<file path="config.mk">
export PLATFORM = sky130hd
export DESIGN_NAME = clamped_line_rasterizer
export DESIGN_NICKNAME = d
export VERILOG_FILES = /design/src/design/clr_pkg.sv /design/src/design/clr_step.sv /design/src/design/clr_pixel.sv /design/src/design/clamped_line_rasterizer.sv
export SDC_FILE = /design/constraint.sdc
export NUM_CORES = 1
export LEC_CHECK = 0
export ABC_AREA = 1
export BUFFER_PORTS_ARGS = -buffer_cell sky130_fd_sc_hd__buf_2
export CAP_MARGIN = 30
export CORE_MARGIN = 4
export CORE_UTILIZATION = 42
export DETAILED_ROUTE_END_ITERATION = 8
export GPL_TIMING_DRIVEN = 0
export PLACE_DENSITY_LB_ADDON = 0.1
export REMOVE_ABC_BUFFERS = 1
export SYNTH_ARGS = -nofsm -noshare
export SYNTH_HDL_FRONTEND = slang
export SYNTH_SLANG_ARGS = --single-unit
</file>
<file path="constraint.sdc">
create_clock -name i_clk -period 9.1 [get_ports i_clk]
set_input_delay 1.82 -clock i_clk [delete_from_list [all_inputs] [get_ports i_clk]]
set_output_delay 1.82 -clock i_clk [all_outputs]
set_load 0.01 [all_outputs]
</file>
<file path="src/design/clr_pkg.sv">
package clr_pkg;

    // Stream field widths
    localparam int COORD_IN_W = 12;
    localparam int COLOR_W    = 32;
    localparam int CFG_W      = 12;
    localparam int PIX_W      = 11;
    localparam int ADDR_W     = 24;
    localparam int IN_DATA_W  = 80;
    localparam int OUT_DATA_W = 80;

    // Four bytes per pixel
    localparam int BPP_SHIFT  = 2;

    // Bresenham bookkeeping
    localparam int DELTA_W    = 13;
    localparam int ERR_W      = 15;

    // Register reset values
    localparam logic [CFG_W-1:0] FB_WIDTH_RST  = 12'd640;
    localparam logic [CFG_W-1:0] FB_HEIGHT_RST = 12'd480;

    // Command codes carried in tuser
    localparam logic FUNC_START   = 1'b0;
    localparam logic FUNC_ADVANCE = 1'b1;

    // Configuration register indexes
    localparam logic CFG_FB_WIDTH  = 1'b0;
    localparam logic CFG_FB_HEIGHT = 1'b1;

    // Pending pixel control between step and pixel stages
    typedef struct packed {
        logic valid;
        logic last;
    } t_pix_ctl;

endpackage

</file>
<file path="src/design/clr_step.sv">
module clr_step #(
    parameter int CW = 13,
    parameter int WW = 12,
    parameter int HW = 12
) (
    input  logic                                i_clk,
    input  logic                                i_rst_n,
    input  logic                                i_take,
    input  logic                                i_func,
    input  logic signed [clr_pkg::COORD_IN_W-1:0] i_begin_x,
    input  logic signed [clr_pkg::COORD_IN_W-1:0] i_begin_y,
    input  logic signed [clr_pkg::COORD_IN_W-1:0] i_end_x,
    input  logic signed [clr_pkg::COORD_IN_W-1:0] i_end_y,
    input  logic [clr_pkg::COLOR_W-1:0]         i_color,
    input  logic [WW-1:0]                       i_w_eff,
    input  logic [HW-1:0]                       i_h_eff,
    input  logic                                i_move,
    output clr_pkg::t_pix_ctl                   o_ctl,
    output logic signed [CW-1:0]                o_cur_x,
    output logic signed [CW-1:0]                o_cur_y,
    output logic [clr_pkg::COLOR_W-1:0]         o_color
);
    import clr_pkg::*;

    logic signed [CW-1:0]      r_cur_x, r_cur_y, r_tgt_x, r_tgt_y;
    logic signed [CW-1:0]      n_cur_x, n_cur_y, n_tgt_x, n_tgt_y;
    logic signed [DELTA_W-1:0] r_dx, r_dy, n_dx, n_dy;
    logic                      r_sxn, r_syn, n_sxn, n_syn;
    logic signed [ERR_W-1:0]   r_err, n_err;
    logic [COLOR_W-1:0]        r_color, n_color;
    logic                      r_active, n_active;
    t_pix_ctl                  r_ctl;

    logic signed [CW-1:0]      cx, cy;
    logic signed [DELTA_W-1:0] ddx, ddy, adx, ady;
    logic signed [ERR_W:0]     e2;
    logic                      step_x, step_y;
    logic                      emit, is_last;

    // centre is floor(dim / 2)
    assign cx = $signed(CW'(i_w_eff >> 1));
    assign cy = $signed(CW'(i_h_eff >> 1));

    // deltas come straight from the relative endpoints, the centre cancels
    assign ddx = DELTA_W'(i_end_x) - DELTA_W'(i_begin_x);
    assign ddy = DELTA_W'(i_end_y) - DELTA_W'(i_begin_y);
    assign adx = (ddx < 0) ? -ddx : ddx;
    assign ady = (ddy < 0) ? -ddy : ddy;

    assign e2     = {r_err, 1'b0};
    assign step_x = e2 > -(ERR_W+1)'(r_dy);
    assign step_y = e2 < (ERR_W+1)'(r_dx);

    always_comb begin
        n_cur_x  = r_cur_x;
        n_cur_y  = r_cur_y;
        n_tgt_x  = r_tgt_x;
        n_tgt_y  = r_tgt_y;
        n_dx     = r_dx;
        n_dy     = r_dy;
        n_sxn    = r_sxn;
        n_syn    = r_syn;
        n_err    = r_err;
        n_color  = r_color;
        if (i_func == FUNC_START) begin
            n_cur_x = cx + CW'(i_begin_x);
            n_cur_y = cy + CW'(i_begin_y);
            n_tgt_x = cx + CW'(i_end_x);
            n_tgt_y = cy + CW'(i_end_y);
            n_dx    = adx;
            n_dy    = ady;
            n_sxn   = (ddx <= 0);
            n_syn   = (ddy <= 0);
            n_err   = ERR_W'(adx) - ERR_W'(ady);
            n_color = i_color;
        end else begin
            n_err = r_err - (step_x ? ERR_W'(r_dy) : ERR_W'(0))
                          + (step_y ? ERR_W'(r_dx) : ERR_W'(0));
            if (step_x) begin
                n_cur_x = r_sxn ? r_cur_x - CW'(1) : r_cur_x + CW'(1);
            end
            if (step_y) begin
                n_cur_y = r_syn ? r_cur_y - CW'(1) : r_cur_y + CW'(1);
            end
        end
    end

    assign emit     = i_take && ((i_func == FUNC_START) || r_active);
    assign is_last  = (n_cur_x == n_tgt_x) && (n_cur_y == n_tgt_y);
    assign n_active = emit ? !is_last : r_active;

    always_ff @(posedge i_clk) begin
        if (!i_rst_n) begin
            r_active  <= 1'b0;
            r_ctl     <= '0;
        end else begin
            r_active <= n_active;
            if (emit) begin
                r_ctl.valid <= 1'b1;
                r_ctl.last  <= is_last;
            end else if (i_move) begin
                r_ctl.valid <= 1'b0;
            end
        end
    end

    // line state only moves on an emitting transfer
    always_ff @(posedge i_clk) begin
        if (emit) begin
            r_cur_x <= n_cur_x;
            r_cur_y <= n_cur_y;
            r_tgt_x <= n_tgt_x;
            r_tgt_y <= n_tgt_y;
            r_dx    <= n_dx;
            r_dy    <= n_dy;
            r_sxn   <= n_sxn;
            r_syn   <= n_syn;
            r_err   <= n_err;
            r_color <= n_color;
        end
    end

    assign o_ctl   = r_ctl;
    assign o_cur_x = r_cur_x;
    assign o_cur_y = r_cur_y;
    assign o_color = r_color;

endmodule

</file>
<file path="src/design/clr_pixel.sv">
module clr_pixel #(
    parameter int CW  = 13,
    parameter int WW  = 12,
    parameter int HW  = 12,
    parameter int PXW = 11,
    parameter int PYW = 11
) (
    input  logic                        i_clk,
    input  logic                        i_rst_n,
    input  logic                        i_load,
    input  logic                        i_out_ready,
    input  clr_pkg::t_pix_ctl           i_ctl,
    input  logic signed [CW-1:0]        i_cur_x,
    input  logic signed [CW-1:0]        i_cur_y,
    input  logic [clr_pkg::COLOR_W-1:0] i_color,
    input  logic [WW-1:0]               i_w_eff,
    input  logic [HW-1:0]               i_h_eff,
    output logic                        o_valid,
    output logic [clr_pkg::PIX_W-1:0]   o_pixel_x,
    output logic [clr_pkg::PIX_W-1:0]   o_pixel_y,
    output logic [clr_pkg::ADDR_W-1:0]  o_byte_address,
    output logic [clr_pkg::COLOR_W-1:0] o_color,
    output logic                        o_last
);
    import clr_pkg::*;

    localparam int LIN_W   = ADDR_W - BPP_SHIFT;
    localparam int PROD_W  = PYW + WW + 1;
    localparam int MUL_W   = (PROD_W > LIN_W) ? PROD_W : LIN_W;

    logic signed [CW-1:0] w_m1, h_m1, x_hi, y_hi;
    logic [PXW-1:0]       px;
    logic [PYW-1:0]       py;
    logic [MUL_W-1:0]     lin;

    logic                 r_valid;
    logic [PIX_W-1:0]     r_px, r_py;
    logic [ADDR_W-1:0]    r_addr;
    logic [COLOR_W-1:0]   r_color;
    logic                 r_last;

    assign w_m1 = $signed(CW'(i_w_eff)) - CW'(1);
    assign h_m1 = $signed(CW'(i_h_eff)) - CW'(1);
    assign x_hi = (i_cur_x < w_m1) ? i_cur_x : w_m1;
    assign y_hi = (i_cur_y < h_m1) ? i_cur_y : h_m1;
    assign px   = (x_hi > 0) ? PXW'(x_hi) : '0;
    assign py   = (y_hi > 0) ? PYW'(y_hi) : '0;

    // row * width + column, in pixels
    assign lin = MUL_W'(py) * MUL_W'(i_w_eff) + MUL_W'(px);

    always_ff @(posedge i_clk) begin
        if (!i_rst_n) begin
            r_valid <= 1'b0;
        end else if (i_load) begin
            r_valid <= 1'b1;
        end else if (i_out_ready) begin
            r_valid <= 1'b0;
        end
    end

    always_ff @(posedge i_clk) begin
        if (i_load) begin
            r_px    <= PIX_W'(px);
            r_py    <= PIX_W'(py);
            r_addr  <= {lin[LIN_W-1:0], {BPP_SHIFT{1'b0}}};
            r_color <= i_color;
            r_last  <= i_ctl.last;
        end
    end

    assign o_valid        = r_valid;
    assign o_pixel_x      = r_px;
    assign o_pixel_y      = r_py;
    assign o_byte_address = r_addr;
    assign o_color        = r_color;
    assign o_last         = r_last;

endmodule

</file>
<file path="src/design/clamped_line_rasterizer.sv">
// Channel    | Direction | Handshake                     | Carries
// s_axis     | in        | s_axis_tvalid / s_axis_tready | endpoints, color; tuser = func
// m_axis     | out       | m_axis_tvalid / m_axis_tready | pixel, address, color; tlast = end
// i_cfg      | in        | i_cfg_we (no wait)            | fb_width (idx 0), fb_height (idx 1)
//
// One transfer per clock while m_axis is not stalled; a pixel is registered in stage one, then in stage two.
// Stage one (clr_step) runs the Bresenham step or line setup on the accepting edge,
// stage two (clr_pixel) clamps, multiplies row by width and registers the result.
// Synchronous active-low reset; the line goes idle and both stages empty.
// Output stall holds the result register; one more pixel waits in stage one, so
// s_axis_tready drops only when both are full.
module clamped_line_rasterizer #(
    parameter int MAX_W = 2048,
    parameter int MAX_H = 2048
) (
    input  logic                           i_clk,
    input  logic                           i_rst_n,
    // s_axis
    input  logic                           s_axis_tvalid,
    output logic                           s_axis_tready,
    // [11:0] begin_x, [23:12] begin_y, [35:24] end_x, [47:36] end_y,
    // [55:48] color_red, [63:56] color_green, [71:64] color_blue, [79:72] color_alpha
    input  logic [clr_pkg::IN_DATA_W-1:0]  s_axis_tdata,
    // [0] func
    input  logic                           s_axis_tuser,
    // m_axis
    output logic                           m_axis_tvalid,
    input  logic                           m_axis_tready,
    // [10:0] pixel_x, [21:11] pixel_y, [45:22] byte_address, [53:46] out_red,
    // [61:54] out_green, [69:62] out_blue, [77:70] out_alpha, [79:78] zero
    output logic [clr_pkg::OUT_DATA_W-1:0] m_axis_tdata,
    output logic                           m_axis_tlast,
    // configuration
    input  logic                           i_cfg_we,
    input  logic                           i_cfg_idx,
    input  logic [clr_pkg::CFG_W-1:0]      i_cfg_data
);
    import clr_pkg::*;

    localparam int PXW   = $clog2(MAX_W);
    localparam int PYW   = $clog2(MAX_H);
    localparam int WW    = $clog2(MAX_W + 1);
    localparam int HW    = $clog2(MAX_H + 1);
    localparam int MAXB  = (PXW > PYW) ? PXW : PYW;
    // room for centre plus the widest relative offset, and sign
    localparam int CW    = ((MAXB > COORD_IN_W - 1) ? MAXB : COORD_IN_W - 1) + 2;

    logic [CFG_W-1:0]   r_fb_width, r_fb_height;
    logic [WW-1:0]      w_eff;
    logic [HW-1:0]      h_eff;

    t_pix_ctl             pend_ctl;
    logic signed [CW-1:0] pend_x, pend_y;
    logic [COLOR_W-1:0]   pend_color;
    logic                 move, take;

    logic [PIX_W-1:0]   pixel_x, pixel_y;
    logic [ADDR_W-1:0]  byte_address;
    logic [COLOR_W-1:0] out_color;

    always_ff @(posedge i_clk) begin
        if (!i_rst_n) begin
            r_fb_width  <= FB_WIDTH_RST;
            r_fb_height <= FB_HEIGHT_RST;
        end else if (i_cfg_we) begin
            unique case (i_cfg_idx)
                CFG_FB_WIDTH:  r_fb_width  <= i_cfg_data;
                CFG_FB_HEIGHT: r_fb_height <= i_cfg_data;
                default:       r_fb_width  <= r_fb_width;
            endcase
        end
    end

    // zero reads as one, oversize saturates to the maximum
    always_comb begin
        priority if (r_fb_width == '0) begin
            w_eff = WW'(1);
        end else if (32'(r_fb_width) > MAX_W) begin
            w_eff = WW'(MAX_W);
        end else begin
            w_eff = WW'(r_fb_width);
        end
        priority if (r_fb_height == '0) begin
            h_eff = HW'(1);
        end else if (32'(r_fb_height) > MAX_H) begin
            h_eff = HW'(MAX_H);
        end else begin
            h_eff = HW'(r_fb_height);
        end
    end

    // pending pixel leaves stage one when the result register is free
    assign move          = pend_ctl.valid && (!m_axis_tvalid || m_axis_tready);
    assign s_axis_tready = !pend_ctl.valid || move;
    assign take          = s_axis_tvalid && s_axis_tready;

    clr_step #(
        .CW (CW),
        .WW (WW),
        .HW (HW)
    ) u_step (
        .i_clk     (i_clk),
        .i_rst_n   (i_rst_n),
        .i_take    (take),
        .i_func    (s_axis_tuser),
        .i_begin_x ($signed(s_axis_tdata[11:0])),
        .i_begin_y ($signed(s_axis_tdata[23:12])),
        .i_end_x   ($signed(s_axis_tdata[35:24])),
        .i_end_y   ($signed(s_axis_tdata[47:36])),
        .i_color   ({s_axis_tdata[55:48], s_axis_tdata[63:56],
                     s_axis_tdata[71:64], s_axis_tdata[79:72]}),
        .i_w_eff   (w_eff),
        .i_h_eff   (h_eff),
        .i_move    (move),
        .o_ctl     (pend_ctl),
        .o_cur_x   (pend_x),
        .o_cur_y   (pend_y),
        .o_color   (pend_color)
    );

    clr_pixel #(
        .CW  (CW),
        .WW  (WW),
        .HW  (HW),
        .PXW (PXW),
        .PYW (PYW)
    ) u_pixel (
        .i_clk          (i_clk),
        .i_rst_n        (i_rst_n),
        .i_load         (move),
        .i_out_ready    (m_axis_tready),
        .i_ctl          (pend_ctl),
        .i_cur_x        (pend_x),
        .i_cur_y        (pend_y),
        .i_color        (pend_color),
        .i_w_eff        (w_eff),
        .i_h_eff        (h_eff),
        .o_valid        (m_axis_tvalid),
        .o_pixel_x      (pixel_x),
        .o_pixel_y      (pixel_y),
        .o_byte_address (byte_address),
        .o_color        (out_color),
        .o_last         (m_axis_tlast)
    );

    // color kept as red in the top byte down to alpha in the bottom byte
    assign m_axis_tdata = {2'b00,
                           out_color[7:0], out_color[15:8],
                           out_color[23:16], out_color[31:24],
                           byte_address, pixel_y, pixel_x};

`ifndef NO_ASSERTIONS
    a_ready_when_empty: assert property (@(posedge i_clk) disable iff (!i_rst_n)
        !pend_ctl.valid |-> s_axis_tready)
        else $error("input stalled with stage one empty");

    a_start_emits: assert property (@(posedge i_clk) disable iff (!i_rst_n)
        (take && s_axis_tuser == FUNC_START) |=> pend_ctl.valid)
        else $error("start transfer produced no pixel");

    a_pending_kept: assert property (@(posedge i_clk) disable iff (!i_rst_n)
        (pend_ctl.valid && !move) |=> pend_ctl.valid)
        else $error("pending pixel dropped");

    a_out_from_move: assert property (@(posedge i_clk) disable iff (!i_rst_n)
        $rose(m_axis_tvalid) |-> $past(move))
        else $error("result appeared without a pending pixel");
`endif

endmodule

</file>
# Yosys cells after proc, flatten, opt, wreduce, memory -nomap -nowiden
# Cells that the tools add are included.
[totals]
reg_bits = 232
input_bits = 99
output_inout_bits = 83
wordCells = 99
[classes]
n_addsub = 19
multipliers = 1
magnitude_cmp = 12
eq_ne = 2
muxes = 25
bitwise_logic = 2
reduce_logical = 17
[ops]
columns = ["op", "n"]
rows = [
  ["2-to-1 mux 13 bit", 12],
  ["adder 12 x 12 -> 13 bit", 4],
  ["2-to-1 mux 12 bit", 4],
  ["2-to-1 mux 15 bit", 3],
  ["adder 13 x 2 -> 13 bit (second input constant)", 2],
  ["equality test 13 bit", 2],
  ["> comparator 13 x 1 -> 1 bit (second input constant)", 2],
  ["<= comparator 13 x 1 -> 1 bit (second input constant)", 2],
  ["< comparator 13 x 1 -> 1 bit (second input constant)", 2],
  ["< comparator 13 bit", 2],
  ["negator 13 bit", 2],
  ["subtractor 12 x 1 -> 13 bit (second input constant)", 2],
  ["subtractor 12 x 12 -> 13 bit", 2],
  ["subtractor 13 x 2 -> 13 bit (second input constant)", 2],
  ["> comparator 12 bit (second input constant)", 2],
  ["zero test 12 bit", 2],
  ["adder 22 x 11 -> 22 bit", 1],
  ["multiplier 11 x 12 -> 22 bit", 1],
  ["2-to-1 mux 11 bit", 2],
  ["> comparator 16 bit", 1],
  ["< comparator 16 x 13 -> 1 bit", 1],
  ["negator 13 -> 16 bit", 1],
  ["adder 15 bit", 1],
  ["subtractor 15 bit", 1],
  ["8 further kinds", 22],
]

# Logic depth before layout (Yosys ltp)
[logic_depth]
ltp_word = 10
ltp_mapped = 56
depth_no_buf = 53

# Modules after synthesis
# Synthesis repeated with hierarchy kept, for this count alone.
[unflattened]
cells_unflattened = 2907
area_unflattened_um2 = 22821.9
[by_module_without_submodules]
columns = ["mod", "n_inst", "cells_per_inst", "area_each_um2", "seq_area_each_um2"]
rows = [
  ["clr_step", 1, 1787, 13101.3, 3873.7],
  ["clr_pixel", 1, 945, 8543.2, 2332.2],
  ["clamped_line_rasterizer", 1, 175, 1177.4, 480.5],
]

# Worst setup path before layout
# OpenSTA, ideal clock, no wires.
[synth_path]
kind = "register -> register"
start = "register r_fb_height[6]"
end = "register u_pixel.r_addr[21] (netlist: u_pixel.o_byte_address[21]) (data pin)"
setup_ns = 0.260
arrival_time_ns = 8.274
required_time_ns = 8.840
path_slack_ns = 0.566
path_stages_with_launch = 51
n_path_buf = 3
synth_period_minus_slack_ns = 8.534
path_cell_list = "dfxtp_1 > inv_1 > nand4_1 > nor2_1 > nand4_1 > nand2_1 > buf_2 > inv_1 > nor2_1 > inv_1 > ha_1 > nand4_1 > inv_1 > nand2_1 > nand2_1 > nand2_1 > inv_1 > ha_1 > [... 15 more ...] > fa_1 > fa_1 > inv_1 > fa_1 > inv_1 > ha_1 > a21oi_1 > nor2_1 > a211oi_1 > o21ai_0 > nand3_1 > nor2_1 > nor2_1 > inv_1 > a21oi_1 > nor2_1 > nor2_1 > xor2_1"
[synth_between]
elab_chain_cells = 10
word_cells_on_any_way = 11
cone_classes = "add/sub: 2; mul: 1; order compare: 3; mux: 4; reduce/logical: 1"
[synth_rtl]
columns = ["item", "line_no", "text"]
rows = [
  ["start: declaration", "clamped_line_rasterizer.sv:48", "logic [CFG_W-1:0] r_fb_width, r_fb_height;"],
  ["start signal: assignment", "clamped_line_rasterizer.sv:68", "CFG_FB_HEIGHT: r_fb_height <= i_cfg_data;"],
  ["> comparator 12 bit", "clamped_line_rasterizer.sv:85", "end else if (32'(r_fb_height) > MAX_H) begin"],
  ["2-to-1 mux 12 bit", "clamped_line_rasterizer.sv:85", ""],
  ["2-to-1 mux 12 bit (*)", "clamped_line_rasterizer.sv:83", "priority if (r_fb_height == '0) begin"],
  ["subtractor 12 x 1 -> 13 bit (*)", "clr_pixel.sv:43", "assign h_m1 = $signed(CW'(i_h_eff)) - CW'(1);"],
  ["< comparator 13 bit", "clr_pixel.sv:45", "assign y_hi = (i_cur_y < h_m1) ? i_cur_y : h_m1;"],
  ["2-to-1 mux 13 bit (*)", "clr_pixel.sv:45", ""],
  ["> comparator 13 x 1 -> 1 bit", "clr_pixel.sv:47", "assign py = (y_hi > 0) ? PYW'(y_hi) : '0;"],
  ["2-to-1 mux 11 bit (*)", "clr_pixel.sv:47", ""],
  ["multiplier 11 x 12 -> 22 bit (*)", "clr_pixel.sv:50", "assign lin = MUL_W'(py) * MUL_W'(i_w_eff) + MUL_W'(px);"],
  ["adder 22 x 11 -> 22 bit (*)", "clr_pixel.sv:50", ""],
  ["via u_pixel.lin[19]", "clr_pixel.sv:34", "logic [MUL_W-1:0] lin;"],
  ["end signal: assignment", "clr_pixel.sv:66", "r_addr <= {lin[LIN_W-1:0], {BPP_SHIFT{1'b0}}};"],
  ["end: declaration", "clr_pixel.sv:38", "logic [ADDR_W-1:0] r_addr;"],
]
# The timed path passes the listed nets; every way through them passes the cells marked *.
# A chain may end at the register's enable or synchronous reset.

# Final worst setup path
[layout_path]
start = "register r_fb_height[3]"
end = "register u_pixel.r_addr[21] (netlist: u_pixel.o_byte_address[21]) (data pin)"
# Same word-level chain as after synthesis.

==> results.md <==
| Quantity | Reported | Unit |
| --- | --- | --- |
| Cell internal pwr | 4.051 | mW |
| Number of warnings printed during yosys synthesis | 0 | - |
| Post-Layout Cell Count | 3842 | - |
| Vias after detailed routing | 19960 | - |
| Setup TNS | 0 | ns |
| Net Sw Power | 3.442 | mW |
| Number of antenna violations at the first check in global routing | 3 | - |
| Weighted congestion at the end of routability-driven global placement | 0.9147 | - |
| Worst Path Class, Setup | reg -> reg | - |
| Aggregate global routing overflow | 0 | - |
| Wire length of the first global-routing pass | 100300 | µm |
| Floorplan core area | 53810 | µm² |
| Die extent in y | 241.1 | µm |
| Final setup fails | 0 | - |
| Switching power as a share of total power | 45.93 | % |
| Critical path's largest stage delay | 0.55 | ns |
| Fmax | 115.2 | MHz |
| Die Footprint | 58140 | µm² |
| Post-detailed-routing wire length | 65620 | µm |
| Predominant post-synthesis flop cell | sky130_fd_sc_hd__edfxtp_1 | - |
| Power density cells | 281.3 | nW/µm² |
| Area growth, synth to finish | 16.70 | % |
| Total DRC errors in the routed layout | 0 | - |
| Later-pin clock latency in the skew report | 0.59 | ns |
| Max cap viols | 0 | - |
| Pins over their slew limit | 0 | - |
| Lkg Pwr | 13.21 | nW |
| Area taken by multi-input logic gates | 14370 | µm² |
| Met3 track demand over resource | 3.028 | % |
| Startpoint type of the worst setup path | flip-flop | - |
| Largest net degree at the start of global routing | 74 | - |
| Per-instance average area after synthesis | 7.857 | µm² |
| Sequential share of power | 20.8 | % |
| Starting density of the core | 42.42 | % |
| Clock slew at the register clock pins of the worst setup and hold paths | 0.06 | ns |
| Clk pwr share | 17.2 | % |
| Filler cell count in the final layout | 5231 | - |
| Fraction of the yosys area taken by sequential cells | 29.29 | % |
| Clock tree from TritonCTS | yes | - |
| Floorplan row count | 85 | - |
| Worst slew slack as a fraction of its limit | 39.23 | % |
| Final worst path period need | 8.682 | ns |
| HPWL reported at the end of detailed placement | 52030 | µm |
| Die outline width | 241.1 | µm |
| Number of flops mapped to enable cells by yosys | 204 | - |
| Ratio of final minimum period to clock period | 95.40 | % |
| Combinational power share | 62.0 | % |
| Nature of the critical path endpoint | flip-flop | - |
| Result of the run | finished clean | - |
| Class of the most critical hold timing path | reg -> reg | - |
| Clock buffers created by TritonCTS | 29 | - |
| Number of search-and-repair iterations in the first detailed-routing pass | 6 | - |
| Fraction of final layout cells with drive strength greater than 1 | 13.33 | % |
| Highest net fanout along the worst path | 6 | - |
| Avg WL per Cell | 17.08 | µm |
| Post-synthesis register bit count | 232 | - |
| Final instance area | 26640 | µm² |
| Via density | 5.196 | - |
| Htree depth | 1 | - |
| WP data required | 9.44 | ns |
| Overall fraction of global-route tracks in use | 21.71 | % |
| Global-route track usage on met2 | 36.01 | % |
| Arrival time at the worst endpoint | 9.02 | ns |
| Number of standard cells after synthesis | 2905 | - |
| Fin nets | 3577 | - |
| Vias in the first global route | 18950 | - |
| Hold Slack | 0.4166 | ns |
| Number of hold violations in the final report | 0 | - |
| CP most frequent cell | sky130_fd_sc_hd__inv_1 | - |
| Largest voltage drop on the vdd net | 244.4 | µV |
| Number of top-level pins | 182 | - |
| Placed insts | 3740 | - |
| Dpl cell area | 24620 | µm² |
| Distinct cell type count after synthesis | 51 | - |
| Maximum clock skew at final layout | 0.01917 | ns |
| I/O Buffers | 177 | - |
| Asr flop ratio synth | 0 | % |
| Met1 global-route usage | 30.32 | % |
| Global routing's busiest layer | met2 | - |
| Clock sinks | 232 | - |
| Post-synthesis cell area | 22830 | µm² |
| Worst-margin pin slew | 0.9082 | ns |
| Root buf cell | sky130_fd_sc_hd__clkbuf_16 | - |
| Worst-case clock buffer depth | 3 | - |
| Setup repair after global routing missed its margin | true | - |
| Initial DRC Count | 1391 | - |
| Register area | 6700 | µm² |
| Antenna viol nets, final | 0 | - |
| Standard cell with the maximum stage delay on the critical path | sky130_fd_sc_hd__fa_1 | - |
flip-flops by register name, indices dropped and copies added, names as in the netlist, 12 cells and up:
register                cells
u_step.r_tgt_x             13
r_fb_height                12
u_step.r_tgt_y             13
u_step.r_err               15
u_step.o_cur_y             13
u_step.o_cur_x             13
u_step.r_dx                13
u_pixel.o_color            32
u_step.r_dy                13
r_fb_width                 12
u_step.o_color             32
u_pixel.o_byte_address     22
worst max-delay path, delay by kind of cell (launching register included):
| family | cells | cell delay, ns |
|---|---|---|
| AND/OR/NAND/NOR | 21 | 2.34 |
| AO/OA/AOI/OAI | 7 | 1.18 |
| buffers and inverters | 12 | 1.09 |
| adder cells (fa/ha/maj) | 8 | 3.20 |
| XOR/XNOR | 2 | 0.25 |
| flip-flops | 1 | 0.33 |
path summary, 6_finish.rpt:
check / startpoint / endpoint / slack [ns] / depth (start not counted)
max: r_fb_height[3]$_SDFFE_PN0P_ / u_pixel.o_byte_address[21]$_DFFE_PP_ / 0.42 / 50
min: u_step.o_color[29]$_DFFE_PP_ / u_pixel.o_color[29]$_DFFE_PP_ / 0.42 / 0
max reg2reg: r_fb_height[3]$_SDFFE_PN0P_ / u_pixel.o_byte_address[21]$_DFFE_PP_ / 0.42 / 50
min reg2reg: u_step.o_color[29]$_DFFE_PP_ / u_pixel.o_color[29]$_DFFE_PP_ / 0.42 / 0
power groups by stage:
stage	clock, mW	sequential [mW]	combinational [mW]
final	1.29	1.56	4.65
after global placement	0	1.59	4.14
after floorplan	0	1.57	3.17
after CTS	1.33	1.56	4.33
after detailed placement	0	1.58	4.26
after global routing	1.36	1.57	5.31
cell usage in the layout, fill, tap and decap left out, drive strengths merged, types with 4 or more instances in the layout:
cell type	synthesis	layout
edfxtp	204	204
nand2	642	645
nor3	26	26
a21oi	160	161
or2	17	17
ha	236	236
buf	28	230
clkinvlp	0	7
dfxtp	28	28
o211ai	10	10
inv	540	538
nand4	90	90
xnor2	25	25
o21a	4	4
o31ai	5	5
fa	122	122
o21bai	15	15
nor2	234	234
clkinv	7	18
o21ai	132	132
nand3	182	182
nand3b	17	17
bufinv	0	7
conb	2	6
a21o	11	11
a31oi	15	15
xor2	104	104
clkbuf	31	36
synthesized netlist by cell type (25+ instances only):
| library cell | n | share of area (%) |
|---|---|---|
| sky130_fd_sc_hd__xor2_1 | 104 | 4.0 |
| sky130_fd_sc_hd__edfxtp_1 | 204 | 27 |
| sky130_fd_sc_hd__a21oi_1 | 157 | 3.4 |
| sky130_fd_sc_hd__dfxtp_1 | 28 | 2.5 |
| sky130_fd_sc_hd__inv_1 | 537 | 8.8 |
| sky130_fd_sc_hd__nor2_1 | 228 | 3.7 |
| sky130_fd_sc_hd__nand3_1 | 177 | 3.9 |
| sky130_fd_sc_hd__ha_1 | 236 | 13 |
| sky130_fd_sc_hd__clkbuf_1 | 31 | 0.51 |
| sky130_fd_sc_hd__nand2_1 | 636 | 10 |
| sky130_fd_sc_hd__fa_1 | 122 | 11 |
| sky130_fd_sc_hd__nor3_1 | 26 | 0.57 |
| sky130_fd_sc_hd__nand4_1 | 90 | 2.5 |
| sky130_fd_sc_hd__o21ai_0 | 126 | 2.8 |
| sky130_fd_sc_hd__xnor2_1 | 25 | 0.96 |
final cells by class:
cell class                      count  share of cell area [%]
Antenna cell                        3                 0.02818
Clock buffer                       31                   2.752
Inverter                          547                   7.821
Timing Repair Buffer              235                   5.801
Tap cell                          696                   3.269
Sequential cell                   232                   25.15
Clock inverter                     23                   1.231
Multi-Input combinational cell   2075                   53.95
logic make-up after synthesis:
group	count (synthesis)	share of synthesized area, %
other cells	2	0.03290
compound gates	367	8.968
buf+inv	606	10.22
mux	1	0.04385
simple gates	1210	22.86
xor+xnor	129	4.950
flops	232	29.29
fa+ha+maj	358	23.64
repair_timing:
action / CTS / global route
setup endpoints to repair: 15 / 9
hold endpoints to repair: 0 / 0
cloned: 2 / 6
buffers inserted: 4 / 33
hold buffers: 0 / 0
pin swaps: 5 / 33
gates resized for setup: 41 / 91
metal layers:
| metal | part of all wire [%] | vias up |
|---|---|---|
| li1 | - | 9936 |
| met1 | 46 | 9437 |
| met2 | 46 | 505 |
| met3 | 5.9 | 84 |
| met4 | 2.5 | 0 |
| met5 | 0 | - |
metrics by stage:
| step | setup slack, ns | utilization (%) | power [mW] |
|---|---|---|---|
| finish | 0.4183 | 49.50 | 7.493 |
| global route | -0.1145 | 49.49 | 8.245 |
| CTS | -0.01205 | 48.10 | 7.224 |
| detailed placement | -1.576 | 45.75 | 5.838 |
| global placement | -3.155 | 45.19 | 5.728 |
| floorplan | -0.7882 | - | 4.744 |
(Power assumes the default switching activity.)
